File: config.mk
export PLATFORM = sky130hd
export DESIGN_NAME = iso8601_duration_parser
export DESIGN_NICKNAME = d
export VERILOG_FILES = /design/src/sv/idp_pkg.sv /design/src/sv/idp_decode.sv /design/src/sv/iso8601_duration_parser.sv
export SDC_FILE = /design/constraint.sdc
export NUM_CORES = 1
export LEC_CHECK = 0
export ABC_CLOCK_PERIOD_IN_PS = 18500
export BUFFER_PORTS_ARGS = -buffer_cell sky130_fd_sc_hd__buf_2
export CELL_PAD_IN_SITES_DETAIL_PLACEMENT = 1
export CELL_PAD_IN_SITES_GLOBAL_PLACEMENT = 1
export CORE_MARGIN = 2
export CORE_UTILIZATION = 50
export DETAILED_ROUTE_END_ITERATION = 7
export PLACE_DENSITY_LB_ADDON = 0.1
export SYNTH_ARGS = -nofsm -noshare
export SYNTH_HDL_FRONTEND = slang
export SYNTH_SLANG_ARGS = --single-unit
File: constraint.sdc
create_clock -name clk -period 18.5 [get_ports clk]
set_clock_uncertainty 0.1 [all_clocks]
set_input_delay 1.85 -clock clk [delete_from_list [all_inputs] [get_ports clk]]
set_output_delay 1.85 -clock clk [all_outputs]
set_load 0.1 [all_outputs]
File: src/sv/idp_pkg.sv
package idp_pkg;

    // Characters of the duration grammar
    localparam logic [7:0] CH_NUL = 8'h00;
    localparam logic [7:0] CH_P   = 8'h50;
    localparam logic [7:0] CH_T   = 8'h54;
    localparam logic [7:0] CH_Y   = 8'h59;
    localparam logic [7:0] CH_M   = 8'h4D;
    localparam logic [7:0] CH_W   = 8'h57;
    localparam logic [7:0] CH_D   = 8'h44;
    localparam logic [7:0] CH_H   = 8'h48;
    localparam logic [7:0] CH_S   = 8'h53;
    localparam logic [7:0] CH_0   = 8'h30;
    localparam logic [7:0] CH_9   = 8'h39;

    // Result layout: ok flag, then seven 32-bit fields, padded to whole bytes
    localparam int NUM_FIELDS  = 7;
    localparam int FIELD_W     = 32;
    localparam int RESULT_BITS = 1 + NUM_FIELDS * FIELD_W;
    localparam int OUT_TDATA_W = ((RESULT_BITS + 7) / 8) * 8;

    typedef enum logic [1:0] {
        PH_EXPECT_P,
        PH_FIRST,
        PH_BODY
    } phase_t;

    typedef struct packed {
        phase_t phase;
        logic   in_time;
        logic   failed;
        logic   pending;
    } ctrl_t;

    localparam ctrl_t CTRL_IDLE = '{phase: PH_EXPECT_P, in_time: 1'b0,
                                    failed: 1'b0, pending: 1'b0};

    // Field to store into; SEL_YEAR .. SEL_SECOND map to field index 0 .. 6
    typedef enum logic [2:0] {
        SEL_NONE,
        SEL_YEAR,
        SEL_MONTH,
        SEL_WEEK,
        SEL_DAY,
        SEL_HOUR,
        SEL_MINUTE,
        SEL_SECOND
    } sel_t;

    typedef enum logic [1:0] {
        ACC_HOLD,
        ACC_DIGIT,
        ACC_CLEAR
    } acc_op_t;

    typedef struct packed {
        ctrl_t   ctrl_next;
        acc_op_t acc_op;
        sel_t    sel;
        logic    emit;
        logic    ok;
    } step_t;

endpackage

File: src/sv/idp_decode.sv
module idp_decode
    import idp_pkg::*;
(
    input  logic [7:0] ch,
    input  ctrl_t      ctrl,
    output step_t      step
);

    // Classify one byte against the current parse state
    always_comb
    begin
        step.ctrl_next = ctrl;
        step.acc_op    = ACC_HOLD;
        step.sel       = SEL_NONE;
        step.emit      = 1'b0;
        step.ok        = (ctrl.phase == PH_BODY) && !ctrl.failed && !ctrl.pending;

        priority if (ch == CH_NUL)
        begin
            // terminator: report and return to idle
            step.emit      = 1'b1;
            step.ctrl_next = CTRL_IDLE;
            step.acc_op    = ACC_CLEAR;
        end
        else if (ctrl.failed)
        begin
            // drop bytes until the terminator
        end
        else if (ctrl.phase == PH_EXPECT_P)
        begin
            if (ch == CH_P)
                step.ctrl_next.phase = PH_FIRST;
            else
                step.ctrl_next.failed = 1'b1;
        end
        else if (ch >= CH_0 && ch <= CH_9)
        begin
            step.ctrl_next.phase   = PH_BODY;
            step.ctrl_next.pending = 1'b1;
            step.acc_op            = ACC_DIGIT;
        end
        else
        begin
            step.ctrl_next.phase = PH_BODY;
            unique case (ch)
                CH_Y: step.sel = SEL_YEAR;
                CH_M: step.sel = ctrl.in_time ? SEL_MINUTE : SEL_MONTH;
                CH_W: step.sel = SEL_WEEK;
                CH_D: step.sel = SEL_DAY;
                CH_H: step.sel = SEL_HOUR;
                CH_S: step.sel = SEL_SECOND;
                CH_T:
                begin
                    if (ctrl.in_time)
                        step.ctrl_next.failed = 1'b1;
                    else
                    begin
                        step.ctrl_next.in_time = 1'b1;
                        step.ctrl_next.pending = 1'b0;
                        step.acc_op            = ACC_CLEAR;
                    end
                end
                default: step.ctrl_next.failed = 1'b1;
            endcase
            // a designator stores the accumulator and clears it
            if (step.sel != SEL_NONE)
            begin
                step.ctrl_next.pending = 1'b0;
                step.acc_op            = ACC_CLEAR;
            end
        end
    end

endmodule

File: src/sv/iso8601_duration_parser.sv
// ISO 8601 duration parser (P[nY][nM][nW][nD][T[nH][nM][nS]]).
// Input stream s_*: one character byte per transfer in s_tdata; a zero byte
// ends the string. Output stream m_*: one result per zero byte, carrying the
// ok flag and the seven fields years .. seconds (32 bits each).
// Latency: the result is valid in the cycle after the zero byte's transfer.
// Throughput: one byte per cycle while no waiting result stalls the input; each
// byte is decoded by single-level logic between the parse-state registers and
// the result register, the accumulator update being a shift-add by ten and one add.
// The result register decouples the sides: while a result waits, s_tready
// follows m_tready, so a stalled receiver stalls the input, and bytes flow as
// soon as the result is taken (same cycle).
// Reset (rst_n low, asynchronous) returns to waiting for the leading P with
// all fields and the accumulator zero and no result pending. Every result also
// returns the parse state to this idle condition.
// VALUE_WIDTH sets the accumulator and field storage width; results carry the
// low 32 bits, zero-extended when VALUE_WIDTH is narrower.
module iso8601_duration_parser
    import idp_pkg::*;
#(
    parameter int VALUE_WIDTH = 32
)
(
    input  logic                   clk,
    input  logic                   rst_n,
    input  logic                   s_tvalid,
    output logic                   s_tready,
    input  logic [7:0]             s_tdata,   // [7:0] ch
    output logic                   m_tvalid,
    input  logic                   m_tready,
    output logic [OUT_TDATA_W-1:0] m_tdata    // [0] ok, [32:1] years, [64:33] months,
                                              // [96:65] weeks, [128:97] days,
                                              // [160:129] hours, [192:161] minutes,
                                              // [224:193] seconds, rest zero
);

    ctrl_t                   ctrl_reg;
    logic [VALUE_WIDTH-1:0]  acc_reg;
    logic [VALUE_WIDTH-1:0]  acc_next;
    logic [VALUE_WIDTH-1:0]  field_reg [NUM_FIELDS];
    logic [FIELD_W-1:0]      field_out [NUM_FIELDS];
    logic                    m_tvalid_reg;
    logic [OUT_TDATA_W-1:0]  m_tdata_reg;
    logic [OUT_TDATA_W-1:0]  m_tdata_next;
    logic [7:0]              digit_full;
    logic                    accept;
    step_t                   step;

    assign s_tready = !m_tvalid_reg || m_tready;
    assign accept   = s_tvalid && s_tready;
    assign m_tvalid = m_tvalid_reg;
    assign m_tdata  = m_tdata_reg;

    idp_decode u_decode (
        .ch   (s_tdata),
        .ctrl (ctrl_reg),
        .step (step)
    );

    // Accumulator: acc * 10 + digit, wrapping at VALUE_WIDTH
    assign digit_full = s_tdata - CH_0;
    always_comb
    begin
        unique case (step.acc_op)
            ACC_DIGIT: acc_next = (acc_reg << 3) + (acc_reg << 1)
                                  + {{(VALUE_WIDTH-4){1'b0}}, digit_full[3:0]};
            ACC_CLEAR: acc_next = '0;
            default:   acc_next = acc_reg;
        endcase
    end

    // Hold parse state and accumulator
    always_ff @(posedge clk or negedge rst_n)
    begin
        if (!rst_n)
        begin
            ctrl_reg <= CTRL_IDLE;
            acc_reg  <= '0;
        end
        else if (accept)
        begin
            ctrl_reg <= step.ctrl_next;
            acc_reg  <= acc_next;
        end
    end

    // Field storage: load on designator, clear on terminator
    for (genvar k = 0; k < NUM_FIELDS; k++)
    begin : g_field
        always_ff @(posedge clk or negedge rst_n)
        begin
            if (!rst_n)
                field_reg[k] <= '0;
            else if (accept && step.emit)
                field_reg[k] <= '0;
            else if (accept && step.sel == sel_t'(3'(k + 1)))
                field_reg[k] <= acc_reg;
        end

        if (VALUE_WIDTH >= FIELD_W)
        begin : g_trunc
            assign field_out[k] = field_reg[k][FIELD_W-1:0];
        end
        else
        begin : g_ext
            assign field_out[k] = {{(FIELD_W-VALUE_WIDTH){1'b0}}, field_reg[k]};
        end
    end

    // Pack the result word
    always_comb
    begin
        m_tdata_next    = '0;
        m_tdata_next[0] = step.ok;
        for (int k = 0; k < NUM_FIELDS; k++)
            m_tdata_next[1 + k*FIELD_W +: FIELD_W] = field_out[k];
    end

    // Result register: load on terminator, drop once taken
    always_ff @(posedge clk or negedge rst_n)
    begin
        if (!rst_n)
            m_tvalid_reg <= 1'b0;
        else if (accept && step.emit)
            m_tvalid_reg <= 1'b1;
        else if (m_tready)
            m_tvalid_reg <= 1'b0;
    end

    always_ff @(posedge clk)
    begin
        if (accept && step.emit)
            m_tdata_reg <= m_tdata_next;
    end

    // A new result only follows a terminator transfer
    a_result_from_nul: assert property (@(posedge clk) disable iff (!rst_n)
        $rose(m_tvalid_reg) |-> $past(accept && s_tdata == CH_NUL))
        else $error("result raised without a terminator transfer");

    // Terminator returns the parser to idle
    a_clear_after_nul: assert property (@(posedge clk) disable iff (!rst_n)
        (accept && s_tdata == CH_NUL) |=> (ctrl_reg == CTRL_IDLE && acc_reg == '0))
        else $error("parse state not cleared after terminator");

    // Before the leading P nothing can have accumulated
    a_idle_clean: assert property (@(posedge clk) disable iff (!rst_n)
        (ctrl_reg.phase == PH_EXPECT_P) |->
            (acc_reg == '0 && !ctrl_reg.pending && !ctrl_reg.in_time))
        else $error("state set before leading P");

    // Pending digits only occur in the body
    a_pending_in_body: assert property (@(posedge clk) disable iff (!rst_n)
        ctrl_reg.pending |-> ctrl_reg.phase == PH_BODY)
        else $error("pending digits outside the body");

endmodule

==> results.toml <==
[global_route]
gr-total-overflow = 0
grt_max_degree = 200
antenna_found_initial = 0
grt_usage_pct = 23.6
grt_pass1_wl_um = 74200
first_global_vias = 12800

[cells_and_area]
area_delta_synth_final_pct = 15.9
largest_reg_flops = 225
final_nets = 1769
drive_above_1_share_pct = 19.3
num_antenna_cells = 0

[routing]
wirelength_um = 47900
ant_nets = 0
drt_iter0_markers = 668
drcViolationCount = 0
drt_first_pass_iters = 5
vias = 12200
via_per_inst = 5.40
wl_per_cell_um = 21.2

[job]
drv_cap = 0

[sta]
tns_ps = 0
hold_viol = 0
worst_pin_slew_ps = 1070
rsz0062_at_grt = "false"
post-route-worst-setup-slack_ps = 13320
fmax_mhz = 193
drv_slew = 0
setup_violations = 0
period_needed_ps = 5180
slew-limit-headroom_pct = 28.1
fin_crit_sh_pct = 28.0

[yosys]
synth_top_area_share_pct = 34.3
synth_edf_count = 225
synth-main-ff-cell = "dfrtp_1"
yosysTopAreaCell = "edfxtp_1"
ys_seq_area_share_pct = 67.5
synth_area_leaders = "edfxtp_1 34%, dfrtp_1 33%, mux2i_1 9.8%"
async_flop_share_pct = 53.8
ys_warn_count = 0
syn_area_um2 = 19700
syn_inst = 1498
synth.avg_cell_area_um2 = 13.2
ys_types = 60
ys_ff_latch = 487

[critical_path]
cp-start-kind = "input port"
worstPathMaxFanout = 41
cpMaxStageDelayCell = "or2_2"
cp.required_ps = 18920
slowest_delay_ps = 560
worst_ep_arrival_time_ps = 5600
critical_path_class = "input port to register"
path_cells = "buf_2 -> nor2b_2 -> a32o_1 -> a21oi_2 -> nor2b_1 -> nor2_1 -> o31ai_1 -> ha_1 -> nand3b_1 -> buf_4 -> or2_2 -> nor3_1 -> or4b_1 -> nand3_1"
setup.worst_path.end_class = "register"

[power_and_ir_drop]
ir_worst_vdd_mv = 0.0613
p_per_area_nw_per_um2 = 95.8
p_leak_nw = 11.4
total_power_w = 0.00219

[floorplanning]
start_util_pct = 50.8
fp.dieH_um = 203
fp.dieW_um = 203
pin_count = 246
die-area_um2 = 41000
core-area_um2 = 38800
rows = 72

[placed_design]
place_hpwl_um = 30500
place_ws_ps = 12810
place_congestion = 0.807
port_buffers = 238

[clock_network]
cts_setup_buffers = 0
worstSkewPairLatency_ps = 590
cts_tree = "built"
cts_root_buffer = "clkbuf_16"
cts_resized = 0
htreeDepth = 2
cts_hold_buf = 0
clk_path_buf_depth = 3
clk_pin_slew_ps = 60
cts_made_buffers = 50
cts_sinks = 487

[min_path]
hp-class = "register to register"

[status]
status = "finished clean"
path summary, 6_finish.rpt:
path | startpoint | to | slack (ps) | cells past startpoint
worst min register to register | field_out[97] | m_tdata[98] | 340 | 0
min in group asynchronous | rst_n | ctrl_reg[2] | 1090 | 1
worst max register to register | acc_reg[0] | acc_reg[28] | 14590 | 10
worst min-delay path | field_out[97] | m_tdata[98] | 340 | 0
max in group asynchronous | rst_n | field_out[86] | 15210 | 3
worst max-delay path | s_tdata[4] | acc_reg[28] | 13320 | 14
cells in the final DEF (no fill, tap or decap), drive strengths merged, types with 14 or more instances in the layout:
master | synthesis | layout
a21o | 14 | 14
a21oi | 68 | 68
buf | 44 | 251
clkbuf | 67 | 77
dfrtp | 262 | 262
edfxtp | 225 | 225
ha | 59 | 59
inv | 19 | 21
mux2i | 193 | 193
nand2 | 123 | 123
nand3 | 19 | 19
nand4 | 14 | 14
nor2 | 228 | 228
o21ai | 36 | 36
xor2 | 14 | 14
power by group:
| part | internal, W | switching, W |
|---|---|---|
| logic | 0.0000142 | 0.0000401 |
| registers | 0.00113 | 0.0000120 |
| clock network | 0.000581 | 0.000412 |
| total | 0.00172 | 0.000464 |
through the flow:
| stage | util [%] | instances | cell area (µm²) | hold WS, ps |
|---|---|---|---|---|
| 6_report | 58.8 | 2256 | 22800 | 342 |
| 5_1_grt | 58.8 | 2256 | 22800 | 350 |
| 4_1_cts | 58.8 | 2256 | 22800 | 340 |
| 2_1_floorplan | - | 1504 | 19700 | 324 |
| 3_3_place_gp | 54.6 | 2162 | 21200 | 329 |
| 3_5_place_dp | 54.6 | 2162 | 21200 | 333 |
Yosys cell counts, types with 4 or more instances:
master / instances
inv_1: 19
dfrtp_1: 262
buf_4: 10
nand2_1: 123
ha_1: 59
a31oi_1: 6
and2_1: 5
o21a_1: 5
o21bai_1: 5
o21ai_0: 36
xnor2_1: 12
nor2b_1: 4
nand2b_1: 6
buf_6: 5
nor4_1: 5
a211oi_1: 6
xor2_1: 14
and3_1: 4
a211o_1: 4
a21oi_1: 67
buf_1: 8
nor2_1: 226
o211ai_1: 6
nor3_1: 4
a21o_1: 14
edfxtp_1: 225
o31ai_1: 5
nand3_1: 19
buf_2: 21
nand4_1: 14
clkbuf_1: 67
mux2i_1: 193
logic make-up after synthesis:
kind of cell,after synthesis,share of synthesized area (%)
flops,487,67.5
xor+xnor,26,1.15
mux,193,9.80
buf+inv,130,2.99
fa+ha+maj,61,3.95
other cells,1,0.0190
simple gates,426,9.11
compound gates,174,5.48
layout make-up:
cell class	instances	area, µm²
fill	3905	16000
clock inverter	17	150
sequential	487	13300
multi-input combinational	887	5860
clock buffer	77	1480
inverter	19	78.8
tap	518	648
timing repair buffer	251	1310
worst max-delay path: cells and delay by family:
family | cells | cell delay, ps
and+or+nand+nor | 8 | 2430
AOI/OAI and AO/OA | 3 | 570
buffers and inverters | 2 | 450
adders and majority gates | 1 | 270
per-layer routing:
metal	global-route usage (%)	part of all wire, %	up-vias
met3	4.13	3.9	66
met1	32.7	45	6238
li1	-	-	5642
met4	6.10	2.1	0
met5	0	0	-
met2	39.0	49	239
No activity file was read; power rests on OpenSTA's default activity.
